`src/design/apr_pkg.sv`:
```
// Shared types and constants for the address/port redirect table.
// Used by the controller, the top level and the port checker.
`timescale 1ns / 1ps
`default_nettype none
package apr_pkg;

   localparam int ENTRIES = 16;
   localparam int IDX_W   = (ENTRIES > 1) ? $clog2(ENTRIES) : 1;
   localparam int CNT_W   = $clog2(ENTRIES + 1);

   localparam logic [1:0] CMD_LOOKUP = 2'd0;
   localparam logic [1:0] CMD_ADD    = 2'd1;
   localparam logic [1:0] CMD_REMOVE = 2'd2;
   localparam logic [1:0] CMD_CLEAR  = 2'd3;

   localparam logic [1:0] STAT_OK        = 2'd0;
   localparam logic [1:0] STAT_NOT_FOUND = 2'd1;
   localparam logic [1:0] STAT_FULL      = 2'd2;

   typedef struct packed {
      logic [1:0]  cmd;
      logic [31:0] src_ip;
      logic [15:0] src_port;
      logic [31:0] dest_ip;
      logic [15:0] dest_port;
   } req_type;

   typedef struct packed {
      logic [1:0]  status;
      logic        found;
      logic [31:0] dest_ip;
      logic [15:0] dest_port;
   } res_type;

   typedef struct packed {
      logic [31:0] src_ip;
      logic [15:0] src_port;
      logic [31:0] dest_ip;
      logic [15:0] dest_port;
   } entry_type;

   localparam int ENTRY_W = $bits(entry_type);

endpackage
`default_nettype wire

```
`src/design/apr_ram.sv`:
```
// Generic single-write, single-read RAM with a registered read port.
// No dependencies.
`timescale 1ns / 1ps
`default_nettype none
module apr_ram #(
   parameter int WIDTH = 8,
   parameter int DEPTH = 16
) (
   input  wire logic                                     clock,
   input  wire logic                                     we,
   input  wire logic [((DEPTH > 1) ? $clog2(DEPTH) : 1)-1:0] waddr,
   input  wire logic [WIDTH-1:0]                         wdata,
   input  wire logic [((DEPTH > 1) ? $clog2(DEPTH) : 1)-1:0] raddr,
   output logic      [WIDTH-1:0]                         rdata
);
   logic [WIDTH-1:0] mem_ff [DEPTH];

   always_ff @(posedge clock) begin
      if (we) begin
         mem_ff[waddr] <= wdata;
      end
      rdata <= mem_ff[raddr];
   end
endmodule
`default_nettype wire

```
`src/design/apr_ctrl.sv`:
```
// Scan sequencer of the redirect table: walks the entry RAM one slot per
// cycle, keeps the valid bits and applies each command. Uses apr_pkg.
`timescale 1ns / 1ps
`default_nettype none
module apr_ctrl
   import apr_pkg::*;
(
   input  wire logic              clock,
   input  wire logic              reset,
   input  wire logic              start,
   input  wire req_type           req,
   output logic                   idle,
   output logic                   done,
   input  wire logic              take,
   output res_type                res,
   output logic                   ram_we,
   output logic      [IDX_W-1:0]  ram_waddr,
   output entry_type              ram_wdata,
   output logic      [IDX_W-1:0]  ram_raddr,
   input  wire entry_type         ram_rdata
);
   localparam logic [1:0] S_IDLE = 2'd0;
   localparam logic [1:0] S_SCAN = 2'd1;
   localparam logic [1:0] S_DONE = 2'd2;

   logic [1:0]         state_ff, state_in;
   req_type            req_ff, req_in;
   logic [ENTRIES-1:0] valid_ff, valid_in;
   logic [CNT_W-1:0]   issue_cnt_ff, issue_cnt_in;
   logic               chk_vld_ff, chk_vld_in;
   logic [IDX_W-1:0]   chk_idx_ff, chk_idx_in;
   logic               hit_ff, hit_in;
   logic [IDX_W-1:0]   hit_idx_ff, hit_idx_in;
   logic [31:0]        hit_ip_ff, hit_ip_in;
   logic [15:0]        hit_port_ff, hit_port_in;
   logic               free_ff, free_in;
   logic [IDX_W-1:0]   free_idx_ff, free_idx_in;
   res_type            res_ff, res_in;
   logic               key_match;

   assign idle = (state_ff == S_IDLE);
   assign done = (state_ff == S_DONE);
   assign res  = res_ff;
   assign ram_raddr = issue_cnt_ff[IDX_W-1:0];

   assign key_match = valid_ff[chk_idx_ff] && (ram_rdata.src_ip == req_ff.src_ip)
                      && (ram_rdata.src_port == req_ff.src_port);

   always_comb begin
      state_in     = state_ff;
      req_in       = req_ff;
      valid_in     = valid_ff;
      issue_cnt_in = issue_cnt_ff;
      chk_vld_in   = 1'b0;
      chk_idx_in   = chk_idx_ff;
      hit_in       = hit_ff;
      hit_idx_in   = hit_idx_ff;
      hit_ip_in    = hit_ip_ff;
      hit_port_in  = hit_port_ff;
      free_in      = free_ff;
      free_idx_in  = free_idx_ff;
      res_in       = res_ff;
      ram_we       = 1'b0;
      ram_waddr    = free_idx_ff;
      ram_wdata    = '{src_ip: req_ff.src_ip, src_port: req_ff.src_port,
                       dest_ip: req_ff.dest_ip, dest_port: req_ff.dest_port};
      unique case (state_ff)
         S_IDLE: begin
            if (start) begin
               req_in       = req;
               issue_cnt_in = '0;
               hit_in       = 1'b0;
               free_in      = 1'b0;
               state_in     = S_SCAN;
            end
         end
         S_SCAN: begin
            // issue one read per cycle; its data is checked the cycle after
            if (issue_cnt_ff != CNT_W'(ENTRIES)) begin
               issue_cnt_in = issue_cnt_ff + CNT_W'(1);
               chk_vld_in   = 1'b1;
               chk_idx_in   = issue_cnt_ff[IDX_W-1:0];
            end
            if (chk_vld_ff) begin
               if (key_match && !hit_ff) begin
                  hit_in      = 1'b1;
                  hit_idx_in  = chk_idx_ff;
                  hit_ip_in   = ram_rdata.dest_ip;
                  hit_port_in = ram_rdata.dest_port;
               end
               if (!valid_ff[chk_idx_ff] && !free_ff) begin
                  free_in     = 1'b1;
                  free_idx_in = chk_idx_ff;
               end
            end else if (issue_cnt_ff == CNT_W'(ENTRIES)) begin
               // scan complete: apply the command and form the response
               res_in   = '0;
               state_in = S_DONE;
               unique case (req_ff.cmd)
                  CMD_LOOKUP: begin
                     res_in.found = hit_ff;
                     if (hit_ff) begin
                        res_in.dest_ip   = hit_ip_ff;
                        res_in.dest_port = hit_port_ff;
                     end
                  end
                  CMD_ADD: begin
                     if (!hit_ff) begin
                        if (free_ff) begin
                           ram_we                = 1'b1;
                           valid_in[free_idx_ff] = 1'b1;
                        end else begin
                           res_in.status = STAT_FULL;
                        end
                     end
                  end
                  CMD_REMOVE: begin
                     if (hit_ff) begin
                        valid_in[hit_idx_ff] = 1'b0;
                     end else begin
                        res_in.status = STAT_NOT_FOUND;
                     end
                  end
                  CMD_CLEAR: begin
                     valid_in = '0;
                  end
                  default: begin
                     res_in = '0;
                  end
               endcase
            end
         end
         S_DONE: begin
            if (take) begin
               state_in = S_IDLE;
            end
         end
         default: begin
            state_in = S_IDLE;
         end
      endcase
   end

   always_ff @(posedge clock) begin
      if (reset) begin
         state_ff   <= S_IDLE;
         valid_ff   <= '0;
         chk_vld_ff <= 1'b0;
      end else begin
         state_ff   <= state_in;
         valid_ff   <= valid_in;
         chk_vld_ff <= chk_vld_in;
      end
   end

   always_ff @(posedge clock) begin
      req_ff       <= req_in;
      issue_cnt_ff <= issue_cnt_in;
      chk_idx_ff   <= chk_idx_in;
      hit_ff       <= hit_in;
      hit_idx_ff   <= hit_idx_in;
      hit_ip_ff    <= hit_ip_in;
      hit_port_ff  <= hit_port_in;
      free_ff      <= free_in;
      free_idx_ff  <= free_idx_in;
      res_ff       <= res_in;
   end
endmodule
`default_nettype wire

```
`src/design/address_port_redirect_table_core.sv`:
```
// Address/port redirect table, top level.
// Instantiates apr_ctrl and apr_ram; uses apr_pkg.
//
// Usage:
//   A request arrives on req_* (tuser carries the command, tdata the key and,
//   for add, the destination). Each request yields exactly one response on
//   rsp_* with the status, a found flag and the matched destination.
//   Entries live in one RAM of ENTRIES slots; every request scans all slots
//   in order, one RAM read per cycle, so the first valid match wins and an
//   add takes the lowest free slot.
//   The time from request to response is set by the one-read-per-cycle
//   scan of the entry RAM, which reads all ENTRIES slots. One request
//   is in work at a time; the next is taken as soon as the scan unit is idle.
//   The response sits in an output register, so a stalled receiver only
//   blocks once a second response is ready and cannot be handed over.
//   Reset clears all valid bits at once; no clearing pass is needed and a
//   request can be taken right after reset. The clear command drops all
//   entries the same way.
`timescale 1ns / 1ps
`default_nettype none
module address_port_redirect_table_core
   import apr_pkg::*;
(
   input  wire logic        clock,
   input  wire logic        reset,
   input  wire logic        req_tvalid,
   output logic             req_tready,
   input  wire logic [95:0] req_tdata,  // src_ip[31:0], src_port[47:32],
                                        // dest_ip[79:48], dest_port[95:80]
   input  wire logic [1:0]  req_tuser,  // cmd[1:0]
   output logic             rsp_tvalid,
   input  wire logic        rsp_tready,
   output logic [47:0]      rsp_tdata,  // out_dest_ip[31:0], out_dest_port[47:32]
   output logic [2:0]       rsp_tuser   // status[1:0], found[2]
);
   req_type   req;
   res_type   res;
   logic      idle;
   logic      done;
   logic      take;
   logic      start;
   logic      ram_we;
   logic [IDX_W-1:0] ram_waddr;
   logic [IDX_W-1:0] ram_raddr;
   entry_type ram_wdata;
   entry_type ram_rdata;

   logic      rsp_vld_ff, rsp_vld_in;
   res_type   rsp_res_ff, rsp_res_in;

   assign req = '{cmd: req_tuser, src_ip: req_tdata[31:0], src_port: req_tdata[47:32],
                  dest_ip: req_tdata[79:48], dest_port: req_tdata[95:80]};

   assign req_tready = idle;
   assign start      = req_tvalid && idle;
   // hand over the finished response once the output register is free or being read
   assign take       = done && (!rsp_vld_ff || rsp_tready);

   apr_ctrl u_ctrl (
      .clock     (clock),
      .reset     (reset),
      .start     (start),
      .req       (req),
      .idle      (idle),
      .done      (done),
      .take      (take),
      .res       (res),
      .ram_we    (ram_we),
      .ram_waddr (ram_waddr),
      .ram_wdata (ram_wdata),
      .ram_raddr (ram_raddr),
      .ram_rdata (ram_rdata)
   );

   apr_ram #(
      .WIDTH (ENTRY_W),
      .DEPTH (ENTRIES)
   ) u_ram (
      .clock (clock),
      .we    (ram_we),
      .waddr (ram_waddr),
      .wdata (ram_wdata),
      .raddr (ram_raddr),
      .rdata (ram_rdata)
   );

   always_comb begin
      rsp_res_in = rsp_res_ff;
      if (take) begin
         rsp_vld_in = 1'b1;
         rsp_res_in = res;
      end else if (rsp_tready) begin
         rsp_vld_in = 1'b0;
      end else begin
         rsp_vld_in = rsp_vld_ff;
      end
   end

   always_ff @(posedge clock) begin
      if (reset) begin
         rsp_vld_ff <= 1'b0;
      end else begin
         rsp_vld_ff <= rsp_vld_in;
      end
   end

   always_ff @(posedge clock) begin
      rsp_res_ff <= rsp_res_in;
   end

   assign rsp_tvalid = rsp_vld_ff;
   assign rsp_tdata  = {rsp_res_ff.dest_port, rsp_res_ff.dest_ip};
   assign rsp_tuser  = {rsp_res_ff.found, rsp_res_ff.status};
endmodule
`default_nettype wire

```
`config.mk`:
```
export PLATFORM = sky130hd
export DESIGN_NAME = address_port_redirect_table_core
export DESIGN_NICKNAME = d
export VERILOG_FILES = /design/src/design/apr_pkg.sv /design/src/design/apr_ram.sv /design/src/design/apr_ctrl.sv /design/src/design/address_port_redirect_table_core.sv
export SDC_FILE = /design/constraint.sdc
export NUM_CORES = 2
export LEC_CHECK = 0
export BUFFER_PORTS_ARGS = -buffer_cell sky130_fd_sc_hd__buf_2
export CAP_MARGIN = 5
export CORE_ASPECT_RATIO = 1.4
export CORE_MARGIN = 2
export CORE_UTILIZATION = 56
export DETAILED_ROUTE_END_ITERATION = 10
export PLACE_DENSITY = 0.75
export SYNTH_ARGS = -nofsm -noshare
export SYNTH_HDL_FRONTEND = slang
export SYNTH_HIERARCHICAL = 1
export SYNTH_SLANG_ARGS = --single-unit
```
`constraint.sdc`:
```
create_clock -name clock -period 10.1 [get_ports clock]
set_clock_uncertainty 0.2 [all_clocks]
set_input_delay 0.505 -clock clock [delete_from_list [all_inputs] [get_ports clock]]
set_output_delay 0.505 -clock clock [all_outputs]
set_load 0.05 [all_outputs]
```
# After elaboration in Yosys (flattened, before gate mapping)
# Memories as Yosys holds them, arrays and structs flattened. A register that Yosys moved wholly into a read port is not among the register bits.
# Index checks and enable logic that the tools add are counted.
[classes]
addsub = 1
order_cmp = 5
n_eq_ne = 20
muxes = 40
bitwise_logic = 5
reduce_logical = 30
[op_table]
columns = ["operator", "n"]
rows = [
  ["two-way mux 16 bit", 3],
  ["case mux 16 bit (3 select lines)", 1],
  ["equality test 32 bit", 1],
  ["two-way mux 1 bit", 20],
  ["inequality test 2 x 1 -> 1 bit, second input constant", 9],
  ["AND 16 bit", 1],
  ["equality test 16 bit", 1],
  ["NOT 16 bit", 1],
  ["OR 16 bit", 1],
  ["less-than comparator 4 x 5 -> 1 bit, second input constant", 3],
  ["two-way mux 2 bit", 6],
  ["AND reduction 3 bit", 4],
  ["AND reduction 4 bit", 3],
  ["two-way mux 5 bit", 2],
  ["case mux 5 bit (2 select lines)", 1],
  ["demux 1 bit (select 4 bit)", 2],
  [">= comparator 4 x 1 -> 1 bit, second input constant", 2],
  ["logical AND 1 bit", 8],
  ["AND reduction 7 bit", 1],
  ["equality test 2 bit, second input constant", 3],
  ["case mux 2 bit (3 select lines)", 1],
  ["AND reduction 2 bit", 3],
  ["adder 5 x 1 -> 5 bit, second input constant", 1],
  ["equality test 5 bit, second input constant", 1],
  ["13 further kinds", 22],
]
[word_totals]
ff_bits = 287
mem_bits_rw = 1536
inputBits = 102
output_inout_bits = 53
word_cells = 127
n_memories = 1
[mem_list]
columns = ["name", "words", "width", "rd", "rd_ports_with_merged_regs", "wr", "line_no", "rtl"]
rows = [
  ["u_ram.mem_ff", 16, 96, 1, 1, 1, "apr_ram.sv:16", "logic [WIDTH-1:0] mem_ff [DEPTH];"],
]

# Longest topological paths before layout
[logic_depth]
ltp_word = 8
mapped_depth = 10
depth_no_buf = 8

# By module
# Netlist, hierarchy kept.
[by_module_without_submodules]
columns = ["module", "instances", "cells_each", "area_per_inst_um2", "seq_area_each_um2"]
rows = [
  ["apr_ram", 1, 2460, 59355.7, 48046.1],
  ["apr_ctrl", 1, 628, 9492.9, 6866.6],
  ["address_port_redirect_table_core", 1, 57, 1592.8, 1551.5],
]

# Worst setup path after synthesis
# OpenSTA, ideal clock, no wires.
[synth_path]
kind = "register -> register"
startpoint = "reg u_ctrl.issue_cnt_ff[0]"
endpoint = "mem u_ram/mem_ff[0][0] (netlist name), enable pin"
setup_time_ns = 0.668
arrival_time_ns = 9.545
required_time_ns = 9.232
path_slack_ns = -0.313
stages_incl_launch_ff = 8
path_buffers = 0
period_less_slack_ns = 10.413
path_cell_list = "edfxtp_1 inv_1 ha_1 nand4bb_4 nor3_4 and4b_1 or3b_2 nor3_1"
[synth_via]
elab_chain_cells = 6
[synth_rtl]
columns = ["item", "line_no", "rtl"]
rows = [
  ["start: declaration", "apr_ctrl.sv:29", "logic [CNT_W-1:0] issue_cnt_ff, issue_cnt_in;"],
  ["start signal: assignment", "apr_ctrl.sv:158", "issue_cnt_ff <= issue_cnt_in;"],
  ["equality test 5 bit", "apr_ctrl.sv:95", "end else if (issue_cnt_ff == CNT_W'(ENTRIES)) begin"],
  ["two-way mux 1 bit", "apr_ctrl.sv:95", ""],
  ["two-way mux 1 bit", "apr_ctrl.sv:84", "if (chk_vld_ff) begin"],
  ["two-way mux 1 bit", "apr_ctrl.sv:67", "unique case (state_ff)"],
  ["net ram_we", "address_port_redirect_table_core.sv:42", "logic ram_we;"],
  ["two-way mux 1 bit", "apr_ram.sv:19", "if (we) begin"],
  ["two-way mux 1 bit (not written as such)", "apr_ram.sv:20", "mem_ff[waddr] <= wdata;"],
  ["end: declaration", "apr_ram.sv:16", ""],
]
# The timed path passes the listed nets, and every way through them passes these cells.

==> flow_summary.json <==
{
  "status": "finished, final reports clean",
  "stdcell_count": 5162,
  "insertion_delay_ns": 0.81,
  "synth_top_cell_by_area": "edfxtp_1",
  "cts_sinks": 1919,
  "hold_viol": 0,
  "dieHeight_um": 424,
  "slew_headroom_pct": 25.2,
  "dp_worst_setup_slack_ns": 4.96,
  "setup_viol": 0,
  "syn_area_um2": 70400,
  "layout_setup_ws_ns": 5.11,
  "grt.overflow.total": 0,
  "cp_slowest_cell": "buf_4",
  "postCtsHoldBufs": 101,
  "ff_latch_area_um2": 56500,
  "path_class": "flop to flop",
  "rows": 154,
  "cts_buffers": 167,
  "p_leak_nw": 25.2,
  "synth_most_common_cell": "edfxtp_1",
  "r2r-start": "u_ctrl/issue_cnt_ff[0]",
  "grt_use_total_pct": 23.5,
  "viasPerCell": 6.25,
  "setup_tns_ns": 0,
  "grt_pass1_wl_um": 221000,
  "routed_wl_um": 150000,
  "cts_resized": 0,
  "n_fill_cell": 8085,
  "hold_ws_ns": 0.198,
  "crit_chain": "buf_12, buf_12, buf_4, buf_4, mux4_2, a22oi_1, nand2_1",
  "io_pins": 155,
  "ctsRootBufferMaster": "clkbuf_16",
  "drt_iter0_markers": 3476,
  "grt_pass1_vias": 33300,
  "avgSynthCellArea_um2": 22.4,
  "ys_ff_latch": 1919,
  "htree_levels": 4,
  "final_util_pct": 63.0,
  "cp-start-kind": "flop",
  "reg2reg_depth": 7,
  "dp_hpwl_um": 74400,
  "synth-simple-area-share_pct": 1.93,
  "timing.fmax_mhz": 200,
  "fin_crit_ns": 4.99,
  "dr.pass1.iters": 5,
  "end_kind": "flop",
  "num_antenna_cells": 0,
  "critical_path_required_ns": 10.58,
  "drc": 0,
  "post_cts_buffers": 0,
  "synth_compound_area_share_pct": 2.58,
  "placedCellCount": 4747,
  "synth_top_flop_cell": "edfxtp_1",
  "multi_input_area_um2": 12500,
  "worst_pin_slew_ns": 1.12,
  "ys_seq_area_share_pct": 80.2,
  "synth_top_family_by_area": "multiplexers",
  "grt_max_degree": 146,
  "worstHoldPathCells": 0,
  "yosys-top-cells-area": "edfxtp_1 (77%), mux4_2 (12%), dfxtp_1 (3.3%)",
  "synth-edff-count": 1803,
  "ant_nets": 0,
  "synth_commonest_cells": "edfxtp_1 (1803), mux4_2 (386), a22oi_1 (193)",
  "syn_nets": 3254,
  "clk_path_buf_depth": 3,
  "post_drt_wl_per_cell_um": 29.0,
  "dieArea_um2": 129000,
  "min_from": "u_ctrl/res[26]",
  "cp_max_fo": 109,
  "start_util_pct": 56.2,
  "rsz0062_at_grt": "no",
  "core-area_um2": 125000,
  "num_vias": 32300,
  "cts_tree": "yes",
  "synthMuxAreaShare_pct": 12.4,
  "yosysWarnings": 6,
  "rrSetupSlack_ns": 5.11,
  "fin_crit_sh_pct": 49.4,
  "peakVddDrop_uv": 217,
  "die_w_um": 304,
  "synth_top_area_share_pct": 76.9,
  "place_congestion": 0.791,
  "clkTransAtPathRegs_ns": 0.07,
  "final_nets": 3488,
  "arrival_ns": 5.46,
  "drive_above_1_share_pct": 25.0,
  "synth_xor_area_share_pct": 0.485,
  "synthArstFlopShare_pct": 0,
  "slowest_delay_ns": 0.84,
  "power_density_nw_per_um2": 228,
  "hold_class": "flop to flop",
  "holdPathEnd": "rsp_tdata[10]",
  "synth_cell_types": 54,
  "rr_endpoint": "u_ram/rdata[23]",
  "synthAdderAreaFrac_pct": 0.124,
  "port_buffers": 154,
  "area_growth_pct": 11.9,
  "cap_violations": 0,
  "slew_viol_final": 0,
  "antenna_found_initial": 5,
  "synth_cells": 3145
}
[worst max-delay path, delay by kind of cell (launching register included)]
family,cells,cell delay (ns)
compound gates,1,0.28
buf+inv,4,2.95
simple gates,1,0.08
flops,1,0.40
mux,1,0.62
[cells by family (layout without fill, tap and decap cells)]
family / after synthesis / after routing
AO/OA/AOI/OAI: 257 / 257
multiplexers: 390 / 390
buffers and inverters: 268 / 647
adder cells (fa/ha/maj): 7 / 7
XOR/XNOR: 39 / 39
AND/OR/NAND/NOR: 265 / 265
flip-flops: 1919 / 1919
[sequential cells by signal, summed over array words and instances (netlist names), 4 cells and up]
register             count
u_ctrl/valid_ff         16
rsp_tdata               48
u_ram/mem_ff          1536
u_ram/rdata             96
u_ctrl/hit_port_ff      16
u_ctrl/hit_ip_ff        32
u_ctrl/ram_waddr         4
u_ctrl/hit_idx_ff        4
u_ctrl/ram_wdata        96
u_ctrl/res              51
u_ctrl/issue_cnt_ff      5
u_ctrl/chk_idx_ff        4
[cell usage in the layout, fill, tap and decap left out, types with 6 or more instances in the layout]
cell / instances
inv_1: 20
nand4_1: 6
nor2_4: 13
a22oi_1: 193
clkbuf_16: 168
a31oi_1: 6
nor2_1: 16
xnor2_1: 20
edfxtp_1: 1803
nand2_1: 119
clkbuf_1: 42
ha_1: 6
dfxtp_1: 116
buf_4: 52
inv_16: 6
a21oi_1: 26
and3_1: 49
o21ai_1: 10
dlygate4sd3_1: 101
o21ai_0: 8
mux4_2: 386
clkinv_2: 38
xor2_1: 19
clkinv_1: 21
buf_2: 154
nor2b_1: 13
bufinv_16: 11
nor4_1: 6
clkbuf_8: 14
[where the power goes]
part	internal, mW	switching [mW]	total, mW
sequential	9.13	0.340	9.47
combinational	0.976	1.15	2.13
clock	3.50	2.85	6.36
total	13.6	4.34	18.0
[layer usage]
| metal | part of all wire, % | global-route usage (%) | up-vias |
|---|---|---|---|
| li1 | - | - | 13400 |
| met1 | 38 | 31.2 | 17100 |
| met2 | 52 | 40.3 | 1514 |
| met3 | 7.5 | 3.99 | 263 |
| met4 | 2.8 | 7.41 | 6 |
| met5 | 0.025 | 0 | - |
[through the flow]
step	power (mW)	area (µm²)
floorplan	11.1	70400
global placement	11.7	72300
detailed placement	11.7	72300
CTS	18.1	78900
global route	18.5	78900
finish	18.0	78900
[area by class of cell]
| type | instances | area share, % |
|---|---|---|
| Clock buffer | 224 | 5.78 |
| Clock inverter | 90 | 1.22 |
| Inverter | 22 | 0.113 |
| Multi-Input combinational cell | 958 | 15.8 |
| Sequential cell | 1919 | 71.6 |
| Tap cell | 1638 | 2.60 |
| Timing Repair Buffer | 311 | 2.86 |
[worst max path at each step]
stage,end,cells past startpoint,from,slack (ns)
global route,u_ram/rdata[32],7,u_ctrl/issue_cnt_ff[0],4.55
CTS,u_ram/rdata[23],7,u_ctrl/issue_cnt_ff[0],4.92
finish,u_ram/rdata[23],7,u_ctrl/issue_cnt_ff[0],5.11
floorplan,u_ram/mem_ff[12][0],7,u_ctrl/issue_cnt_ff[0],0.03
detailed placement,u_ram/rdata[23],7,u_ctrl/issue_cnt_ff[0],4.96
global placement,u_ram/rdata[28],7,u_ctrl/issue_cnt_ff[0],4.99
(Power assumes the default switching activity.)
